[src/tdp_pkg.sv]
// ----------------------------------------------------------------------------
// tdp_pkg
// Shared types for the trial-division primality tester: controller states
// and the command and status bundles between controller and datapath.
// ----------------------------------------------------------------------------
package tdp_pkg;

	// Controller states.
	typedef enum logic [2:0] {
		ST_IDLE,
		ST_CHECK,
		ST_DIVIDE,
		ST_DECIDE,
		ST_FINISH
	} tdp_state_t;

	// Commands from the controller to the datapath.
	typedef struct packed {
		logic load;     // capture a new number, divisor back to three
		logic restart;  // begin a division by the current divisor
		logic advance;  // move to the next odd divisor and begin dividing
		logic step;     // one restoring-division step
	} tdp_cmd_t;

	// Status from the datapath to the controller.
	typedef struct packed {
		logic is_small;  // number is zero or one
		logic is_two;    // number is two
		logic is_odd;    // low bit of the number
		logic div_last;  // this is the last step of the division
		logic q_below;   // quotient is below the divisor
		logic rem_zero;  // remainder is zero
	} tdp_status_t;

endpackage

[src/trial_division_primality.sv]
// ----------------------------------------------------------------------------
// trial_division_primality
// Tests one unsigned number per beat for primality by trial division with
// odd divisors, computed with a bit-serial restoring divider.
//
// Channel  Direction  Payload
// s_axis   in         tdata: value (VALUE_WIDTH bits, zero-padded to bytes)
// m_axis   out        tdata: is_prime (bit 0, zero-padded to 8 bits)
//
// Zero, one, two and even numbers are decided in the check state, without division.
// An odd number is divided by one odd trial divisor after another; the divider
// resolves one quotient bit per cycle, and the number k of divisors tried
// reaches about 2^(VALUE_WIDTH/2 - 1) for the largest primes of the width.
// Reset is asynchronous and active low. A new beat is taken while a result
// waits in the output register; a held result stalls only the final step.
// ----------------------------------------------------------------------------
module trial_division_primality
	import tdp_pkg::*;
#(
	parameter int VALUE_WIDTH = 32
) (
	input  logic                                 clk,
	input  logic                                 arst_n,
	input  logic                                 s_tvalid,
	output logic                                 s_tready,
	input  logic [((VALUE_WIDTH + 7) / 8) * 8-1:0] s_tdata,  // [VALUE_WIDTH-1:0] value
	output logic                                 m_tvalid,
	input  logic                                 m_tready,
	output logic [7:0]                           m_tdata   // [0] is_prime
);

	tdp_cmd_t    cmd;
	tdp_status_t status;
	logic        prime;

	// Controller.
	tdp_ctrl u_ctrl (
		.clk      (clk),
		.arst_n   (arst_n),
		.s_tvalid (s_tvalid),
		.s_tready (s_tready),
		.m_tvalid (m_tvalid),
		.m_tready (m_tready),
		.m_prime  (prime),
		.status   (status),
		.cmd      (cmd)
	);

	// Datapath; bits above the value width are dropped.
	tdp_dpath #(
		.VALUE_WIDTH (VALUE_WIDTH)
	) u_dpath (
		.clk    (clk),
		.arst_n (arst_n),
		.value  (s_tdata[VALUE_WIDTH-1:0]),
		.cmd    (cmd),
		.status (status)
	);

	assign m_tdata = {7'b0, prime};

endmodule

[src/tdp_dpath.sv]
// ----------------------------------------------------------------------------
// tdp_dpath
// Datapath of the primality tester: holds the number, the odd trial divisor
// and a bit-serial restoring divider that yields quotient and remainder.
// ----------------------------------------------------------------------------
module tdp_dpath
	import tdp_pkg::*;
#(
	parameter int VALUE_WIDTH = 32
) (
	input  logic                   clk,
	input  logic                   arst_n,
	input  logic [VALUE_WIDTH-1:0] value,
	input  tdp_cmd_t               cmd,
	output tdp_status_t            status
);

	// The divisor never exceeds the square root of the number by more than
	// one odd step, so half the width plus one bit holds it.
	localparam int DivWidth = (VALUE_WIDTH + 1) / 2 + 1;
	localparam int CntWidth = (VALUE_WIDTH > 1) ? $clog2(VALUE_WIDTH) : 1;
	localparam logic [CntWidth-1:0] LastCnt = CntWidth'(VALUE_WIDTH - 1);
	localparam logic [DivWidth-1:0] FirstDiv = DivWidth'(3);
	localparam logic [DivWidth-1:0] DivStep = DivWidth'(2);

	logic [VALUE_WIDTH-1:0] value_q;
	logic [VALUE_WIDTH-1:0] shift_q;
	logic [DivWidth-1:0]    div_q;
	logic [DivWidth-1:0]    rem_q;
	logic [CntWidth-1:0]    cnt_q;

	logic [DivWidth:0]      trial;
	logic                   fits;
	logic [DivWidth-1:0]    rem_next;

	// One restoring step: bring down the next dividend bit and subtract if it fits.
	always_comb begin
		trial    = {rem_q, shift_q[VALUE_WIDTH-1]};
		fits     = trial >= {1'b0, div_q};
		rem_next = fits ? DivWidth'(trial - {1'b0, div_q}) : trial[DivWidth-1:0];
	end

	// Number, divisor, and divider registers.
	always_ff @(posedge clk or negedge arst_n) begin
		if (!arst_n) begin
			value_q <= '0;
			shift_q <= '0;
			div_q   <= FirstDiv;
			rem_q   <= '0;
			cnt_q   <= '0;
		end else if (cmd.load) begin
			value_q <= value;
			div_q   <= FirstDiv;
			rem_q   <= '0;
		end else if (cmd.restart || cmd.advance) begin
			shift_q <= value_q;
			rem_q   <= '0;
			cnt_q   <= '0;
			if (cmd.advance) begin
				div_q <= div_q + DivStep;
			end
		end else if (cmd.step) begin
			// The dividend shifts out at the top while quotient bits enter below.
			shift_q <= {shift_q[VALUE_WIDTH-2:0], fits};
			rem_q   <= rem_next;
			cnt_q   <= cnt_q + CntWidth'(1);
		end
	end

	// Status toward the controller.
	always_comb begin
		status.is_small = value_q <= VALUE_WIDTH'(1);
		status.is_two   = value_q == VALUE_WIDTH'(2);
		status.is_odd   = value_q[0];
		status.div_last = cnt_q == LastCnt;
		status.q_below  = shift_q < VALUE_WIDTH'(div_q);
		status.rem_zero = rem_q == '0;
	end

`ifndef SYNTHESIS
	// Trial divisors are always odd.
	a_div_odd: assert property (@(posedge clk) disable iff (!arst_n) div_q[0])
		else $error("trial divisor became even");

	// The partial remainder always stays below the divisor.
	a_rem_below: assert property (@(posedge clk) disable iff (!arst_n) rem_q < div_q)
		else $error("partial remainder not below divisor");
`endif

endmodule

[src/tdp_ctrl.sv]
// ----------------------------------------------------------------------------
// tdp_ctrl
// Controller of the primality tester: sequences the special-case check and
// the divisions, and holds the result in the output register.
// ----------------------------------------------------------------------------
module tdp_ctrl
	import tdp_pkg::*;
(
	input  logic        clk,
	input  logic        arst_n,
	input  logic        s_tvalid,
	output logic        s_tready,
	output logic        m_tvalid,
	input  logic        m_tready,
	output logic        m_prime,
	input  tdp_status_t status,
	output tdp_cmd_t    cmd
);

	tdp_state_t state_q;
	tdp_state_t state_next;
	logic       result_q;
	logic       result_set;
	logic       result_val;
	logic       out_load;
	logic       out_free;
	logic       out_valid_q;
	logic       out_prime_q;

	assign out_free = !out_valid_q || m_tready;

	// Next-state logic.
	always_comb begin
		state_next = state_q;
		case (state_q)
			ST_IDLE: begin
				if (s_tvalid) state_next = ST_CHECK;
			end
			ST_CHECK: begin
				if (status.is_small || status.is_two || !status.is_odd) begin
					state_next = ST_FINISH;
				end else begin
					state_next = ST_DIVIDE;
				end
			end
			ST_DIVIDE: begin
				if (status.div_last) state_next = ST_DECIDE;
			end
			ST_DECIDE: begin
				if (status.q_below || status.rem_zero) begin
					state_next = ST_FINISH;
				end else begin
					state_next = ST_DIVIDE;
				end
			end
			ST_FINISH: begin
				if (out_free) state_next = ST_IDLE;
			end
			default: state_next = ST_IDLE;
		endcase
	end

	// Output logic: datapath commands and result capture.
	always_comb begin
		cmd        = '0;
		s_tready   = 1'b0;
		result_set = 1'b0;
		result_val = 1'b0;
		out_load   = 1'b0;
		case (state_q)
			ST_IDLE: begin
				s_tready = 1'b1;
				cmd.load = s_tvalid;
			end
			ST_CHECK: begin
				if (status.is_small || status.is_two || !status.is_odd) begin
					result_set = 1'b1;
					result_val = status.is_two;
				end else begin
					cmd.restart = 1'b1;
				end
			end
			ST_DIVIDE: begin
				cmd.step = 1'b1;
			end
			ST_DECIDE: begin
				// Divisor past the square root means prime; zero remainder means composite.
				if (status.q_below) begin
					result_set = 1'b1;
					result_val = 1'b1;
				end else if (status.rem_zero) begin
					result_set = 1'b1;
					result_val = 1'b0;
				end else begin
					cmd.advance = 1'b1;
				end
			end
			ST_FINISH: begin
				out_load = out_free;
			end
			default: begin
				cmd = '0;
			end
		endcase
	end

	// State register.
	always_ff @(posedge clk or negedge arst_n) begin
		if (!arst_n) begin
			state_q <= ST_IDLE;
		end else begin
			state_q <= state_next;
		end
	end

	// Result of the test under way.
	always_ff @(posedge clk) begin
		if (result_set) result_q <= result_val;
	end

	// Output register, so the next number can be taken while a result waits.
	always_ff @(posedge clk or negedge arst_n) begin
		if (!arst_n) begin
			out_valid_q <= 1'b0;
		end else if (out_load) begin
			out_valid_q <= 1'b1;
		end else if (m_tready) begin
			out_valid_q <= 1'b0;
		end
	end

	always_ff @(posedge clk) begin
		if (out_load) out_prime_q <= result_q;
	end

	assign m_tvalid = out_valid_q;
	assign m_prime  = out_prime_q;

`ifndef SYNTHESIS
	// The last division step always leads to the decision.
	a_div_to_decide: assert property (@(posedge clk) disable iff (!arst_n)
		(state_q == ST_DIVIDE && status.div_last) |=> (state_q == ST_DECIDE))
		else $error("division did not end in decision");

	// At most one datapath command is issued per cycle.
	a_cmd_onehot: assert property (@(posedge clk) disable iff (!arst_n)
		$onehot0({cmd.load, cmd.restart, cmd.advance, cmd.step}))
		else $error("conflicting datapath commands");

	// A finished test always reaches the output register.
	a_result_out: assert property (@(posedge clk) disable iff (!arst_n)
		out_load |=> m_tvalid)
		else $error("finished result not presented");
`endif

endmodule

[config.mk]
export PLATFORM = sky130hd
export DESIGN_NAME = trial_division_primality
export DESIGN_NICKNAME = d
export VERILOG_FILES = /design/src/tdp_pkg.sv /design/src/trial_division_primality.sv /design/src/tdp_dpath.sv /design/src/tdp_ctrl.sv
export SDC_FILE = /design/constraint.sdc
export NUM_CORES = 1
export LEC_CHECK = 0
export BUFFER_PORTS_ARGS = -buffer_cell sky130_fd_sc_hd__buf_2
export CORE_UTILIZATION = 50
export DETAILED_ROUTE_END_ITERATION = 12
export PLACE_DENSITY = 0.68
export SLEW_MARGIN = 20
export SYNTH_ARGS = -nofsm -noshare
export SYNTH_HDL_FRONTEND = slang
export SYNTH_HIERARCHICAL = 1
export SYNTH_SLANG_ARGS = --single-unit
[constraint.sdc]
create_clock -name clk -period 7.34 [get_ports clk]
set_input_delay 1.468 -clock clk [delete_from_list [all_inputs] [get_ports clk]]
set_output_delay 1.468 -clock clk [all_outputs]
set_load 0.05 [all_outputs]
Word-level counts from Yosys, hierarchy flattened --
Index checks and enable logic that the tools add are counted.
Storage, ports and cells: bits in registers 109, bits in latches 0, RAM bits 0, memory bits (read-only) 0, input bits 36, output and inout port bits 10, logic and storage cells 77, memories kept 0
Operators by class: $add $sub $neg 3, multiply operators 0, div/mod/pow operators 0, $lt $le $gt $ge 3, eq/ne operators 9, shift-type cells 0, mux-type cells 35, bitwise logic cells 1, reductions and logical operators 17
Operators with widths (count):
- 17-bit two-way mux | 7
- 32-bit two-way mux | 2
- 32-bit by 2-bit equality test with 1-bit output, second input constant | 1
- 32-bit by 1-bit <= comparator with 1-bit output, second input constant | 1
- 32-bit by 17-bit less-than comparator with 1-bit output | 1
- 18-bit by 17-bit greater-or-equal comparator with 1-bit output | 1
- 17-bit by 2-bit adder with 17-bit output, second input constant | 1
- 17-bit logical NOT | 1
- 17-bit subtractor | 1
- 1-bit two-way mux | 16
- 3-bit two-way mux | 5
- 3-bit one-hot mux with 5 select lines | 1
- 5-bit two-way mux | 2
- 2-bit nonzero test | 4
- 3-bit by 2-bit equality test with 1-bit output, second input constant | 2
- 5-bit by 1-bit adder with 5-bit output, second input constant | 1
- 5-bit equality test, second input constant | 1
- 1-bit logical OR | 5
- 2-bit != test, second input constant | 2
- 1-bit one-hot mux with 2 select lines | 2
- 2-bit AND reduction | 2
- 3-bit by 1-bit equality test with 1-bit output, second input constant | 1
- 3-bit equality test, second input constant | 1
- 3-bit logical NOT | 1
- other kinds (5) | 6

Longest topological paths before layout --
depth in word-level cells 8, depth in mapped cells 18, mapped depth without buffers 16

Cells and area by module --
Netlist, hierarchy kept.
By module, submodules not included:
- tdp_dpath | times used 1, cells each 566, area an instance 5810.6 µm², seq. area each 2580.0 µm²
- tdp_ctrl | times used 1, cells each 30, area an instance 316.6 µm², seq. area each 160.2 µm²
- trial_division_primality | times used 1, cells each 9, area an instance 63.8 µm², seq. area each 0.0 µm²

Worst setup path after synthesis --
No wires, ideal clock.
path type register to register, start register u_dpath.div_q[1], end register u_dpath.shift_q[10], library setup time 133 ps, arrival 3267 ps, data required time 7207 ps, setup slack 3939 ps, cell stages (with the launch flop) 18, path buffers 3, clock period less this slack 3401 ps, cells stage by stage dfstp_2 -> inv_1 -> ha_1 -> a21o_1 -> a21o_1 -> a21oi_1 -> o211ai_1 -> o211ai_1 -> a31o_2 -> or3b_1 -> nor2_1 -> clkbuf_1 -> or2_1 -> clkbuf_1 -> o21bai_1 -> clkbuf_1 -> nand2_1 -> o21ai_0
RTL lines:
- from (decl) | line tdp_dpath.sv:28 | logic [DivWidth-1:0] div_q;
- from (signal assigned) | line tdp_dpath.sv:48 | div_q <= FirstDiv;
- from (signal assigned) | line tdp_dpath.sv:53 | div_q <= FirstDiv;
- from (signal assigned) | line tdp_dpath.sv:60 | div_q <= div_q + DivStep;
- to (signal assigned) | line tdp_dpath.sv:56 | shift_q <= value_q;
- to (signal assigned) | line tdp_dpath.sv:64 | shift_q <= {shift_q[VALUE_WIDTH-2:0], fits};
- to (decl) | line tdp_dpath.sv:27 | logic [VALUE_WIDTH-1:0] shift_q;

==> results.md <==
* Outcome: finished, final reports clean
* Placer's final routability congestion estimate at just under 0.9
* Layout fillers at 1020
* Area grow syn2layout at 9.98%
* H-tree depth at 3
* Worst Max-Slew Pin Slew at roughly 0.8 ns
* Detailed Routing Iterations Pass 1 at 4
* Post-synthesis mux area share at 13.2%
* Compound-Gate Fraction of Synth Area at 13.1%
* Die extent in y at 113 um
* Crit end category: register
* Startpoint types: register
* Period utilization at between 50 and 60%
* Antenna violations before repair at 0
* Layout cells sized above 1 at between 10% and 20%
* Tmin final at 3.99 ns
* Hold Buf Count CTS at 0
* Worst Setup SP: u_dpath/div_q[1]$_DFFE_PN1P_
* I/O pins at 46
* Rows at 40
* Worst hold path type: register to register
* Kind of critical path: register to register
* Synth Area in XOR/XNOR at under 10%
* Synth warnings at 6
* Synthesized-area fraction occupied by adder cells at roughly 7.6%
* CTS max path bufs at 2
* CTS Buf Count at 9
* Initial core utilization at about half
* Async set or reset register ratio after synthesis at a little over nine tenths
* Core Area at around 12000 um^2
* Post-synthesis sequential area ratio at ~44%
* Number of remaining DRC errors at 0
* Fmax at 0.251 GHz
* Post-CTS resize count at 0
* Antenna Nets Post-Route at 0
* Top FF cell, synth: dfrtp_1
* Post-synthesis cell area at approximately 6200 um^2
* # setup viols final at 0
* Unrepaired setup endpoints after global routing: no
* Critical hold path startpoint: u_ctrl/result_q$_DFFE_PP_
* Routed wire per std cell at between 15 and 20 um
* Cell area after placement at roughly 6500 um^2
* Post-CTS Repair Setup Buffers at 0
* Final Hold Viols at 0
* Synth unique cells at ~70
* Via count at about 4600
* Total of max-cap violations at 0
* Crit Path Max Fanout at 73
* WP data arrival at 4.27 ns
* # port buffers at 38
* Worst slew margin relative to its limit at 46.6%
* Register bit total from synthesis at approximately 110
* Clock sink total at about 110
* Leak Pwr at ~3.1 nW
* Die area at around 13000 um^2
* Insertion delay to the later sink of the worst-skew pair at approximately 0.36 ns
* Final instance area at between 6000 and 7000 um^2
* Peak supply drop at between 0.0002 and 0.00025 V
* Synth Instances at approximately 600
* Clock root cell: clkbuf_16
* Global-route wire length before repair at around 23 mm
* PwrDens at between 400 and 500 nW/um^2
* Syn avg cell area at ~10 um^2
* Total track usage at between 20% and 30%
* Hold path depth at 0
* Largest net degree at the start of global routing at between 70 and 80
* Skew final at approximately 0.0090 ns
* Combinational family with the most area after synthesis: simple AND/OR/NAND/NOR gates
* Final slew viol count at 0
* R2R depth at 16
* Initial detailed-routing violation count at approximately 260
* Synth Area in Simple Gates at between 10 and 15%
* Post-synth EDFFs at 2
* CP Data Required Time at approximately 7.6 ns
* Number of antenna diodes at 0
* Reg-to-Reg Start: u_dpath/div_q[1]$_DFFE_PN1P_
* Vias per cell at 5.68
* TNS Setup at 0 ns
* Worst hold margin at between 0.4 and 0.5 ns
* CTS tree: built
* HPWL after DPL at 9.77 mm
* Die X at ~110 um
* Total grt overflow at 0
* Nets at roughly 710
* Clock slew at the register clock pins of the worst setup and hold paths at 0.08 ns
* Final wirelength at around 13 mm
* Vias in the first global route at between 4000 and 5000
## cell usage after synthesis (2+ instances only)
| library cell | instances | area (um^2) |
|---|---|---|
| dfrtp_1 | 105 | 2630 |
| nand2_1 | 64 | 240 |
| o21ai_0 | 47 | 235 |
| mux2i_1 | 41 | 410 |
| ha_1 | 36 | 450 |
| mux2_2 | 35 | 394 |
| nor2_1 | 33 | 124 |
| inv_1 | 25 | 93.8 |
| xnor2_1 | 19 | 166 |
| o21ai_1 | 18 | 90.1 |
| nor4_1 | 16 | 100 |
| a21oi_1 | 15 | 75.1 |
| clkbuf_1 | 11 | 41.3 |
| nand4_1 | 11 | 68.8 |
| buf_4 | 9 | 67.6 |
| nor3_1 | 9 | 45.0 |
| a21o_1 | 7 | 52.6 |
| a32oi_1 | 7 | 61.3 |
| nand2b_1 | 7 | 43.8 |
| xor2_1 | 7 | 61.3 |
| nand3_1 | 6 | 30.0 |
| buf_2 | 5 | 25.0 |
| and3_1 | 4 | 25.0 |
| buf_1 | 4 | 15.0 |
| nor2b_1 | 4 | 25.0 |
| o211ai_1 | 4 | 30.0 |
| o21bai_1 | 4 | 30.0 |
| nand3b_1 | 3 | 22.5 |
| or3_1 | 3 | 18.8 |
| a211oi_1 | 2 | 15.0 |
| a211oi_2 | 2 | 25.0 |
| and2_1 | 2 | 12.5 |
| buf_6 | 2 | 22.5 |
| dfstp_2 | 2 | 52.6 |
| edfxtp_1 | 2 | 60.1 |
| o21a_1 | 2 | 15.0 |
## cell type report
cell class	instances	area, um^2	area share [%]
well taps	168	210	3.09
flip-flops and latches	109	2740	40.2
clock inverters	6	58.8	0.864
multi-input cells	446	3230	47.5
clock buffers	10	229	3.36
repair buffers	42	243	3.56
inverters	25	93.8	1.38
## report_power, final
part | switching, mW | total, mW | internal, mW
Combinational | 0.819 | 1.46 | 0.637
Sequential | 0.208 | 1.03 | 0.819
Clock | 0.232 | 0.469 | 0.237
## final timing paths
check,end,slack [ns]
min in group asynchronous,u_dpath/rem_q[3]$_DFFE_PN0P_,1.16
max in group asynchronous,u_dpath/shift_q[11]$_DFFE_PN0P_,5.04
max,u_dpath/cnt_q[3]$_DFFE_PN0P_,3.35
max reg2reg,u_dpath/cnt_q[3]$_DFFE_PN0P_,3.35
min,u_ctrl/m_prime$_DFFE_PP_,0.44
min reg2reg,u_ctrl/m_prime$_DFFE_PP_,0.44
## through the flow
stage          total power [mW]  util, %  instances  worst slack (ns)
5_1_grt                    3.19     56.5        806              3.07
2_1_floorplan              2.15        -        611              3.94
4_1_cts                    2.97     56.4        806              3.37
3_3_place_gp               2.41     53.8        789              3.51
3_5_place_dp               2.49     54.0        790              3.36
6_report                   2.95     56.5        806              3.35
## per-layer routing
layer	GRT usage, %	vias to the layer above	share of wire (%)
met4	8.25	0	1.8
li1	-	2227	-
met1	29.3	2237	45
met2	38.0	93	49
met5	0	-	0
met3	5.14	23	3.6
## kinds of logic (layout without fill, tap and decap cells)
family / after synthesis / after routing
AOI/OAI and AO/OA: 126 / 126
xor gates and xnor gates: 26 / 26
adders and majority gates: 37 / 37
buffers and inverters: 56 / 83
DFF: 109 / 109
muxes: 77 / 77
other: 1 / 7
and+or+nand+nor: 173 / 173
## state kept, by name, indices dropped and copies added, names as in the netlist
| register | cells |
|---|---|
| u_ctrl/m_tvalid | 1 |
| u_ctrl/state_q | 3 |
| u_dpath/div_q | 17 |
| u_dpath/shift_q | 32 |
| u_ctrl/result_q | 1 |
| u_dpath/cnt_q | 5 |
| u_dpath/value_q | 32 |
| u_dpath/rem_q | 17 |
| u_ctrl/m_prime | 1 |
## cells in the final DEF (no fill, tap or decap), types with 3 or more instances in the layout
cell type  synthesis  routed
dfrtp_1          105     105
nand2_1           64      64
buf_4              9       4
and3_1             4       4
nand2b_1           7       7
nand3_1            6       6
ha_1              36      36
a21oi_1           15      15
nor4_1            16      16
xor2_1             7       7
nor2_1            33      32
xnor2_1           19      19
a32oi_1            7       7
nor2b_1            4       4
mux2i_1           41      41
clkbuf_16          0       9
buf_2              5      37
o21ai_1           18      18
nand3b_1           3       3
inv_1             25      25
nor3_1             9       9
o211ai_1           4       4
conb_1             1       7
or3_1              3       3
nand4_1           11      11
o21ai_0           47      47
clkinv_4           0       3
mux2_2            35      35
a21o_1             7       7
o21bai_1           4       3
## worst max-delay path, stage by stage (launching register included)
cell and delay (ns):
dfstp_2 0.60, inv_1 0.08, ha_1 0.28, a21o_1 0.10, a21o_1 0.10, a21oi_1 0.06, o211ai_1 0.15, o211ai_1 0.12
a31o_2 0.27, or3b_1 0.36, nor2_1 0.49, or2_1 0.43, o21bai_4 0.07, buf_4 0.32, nor3_1 0.23, a21oi_1 0.06
o21ai_0 0.14
Note: power is estimated with default switching activity, not from simulation.
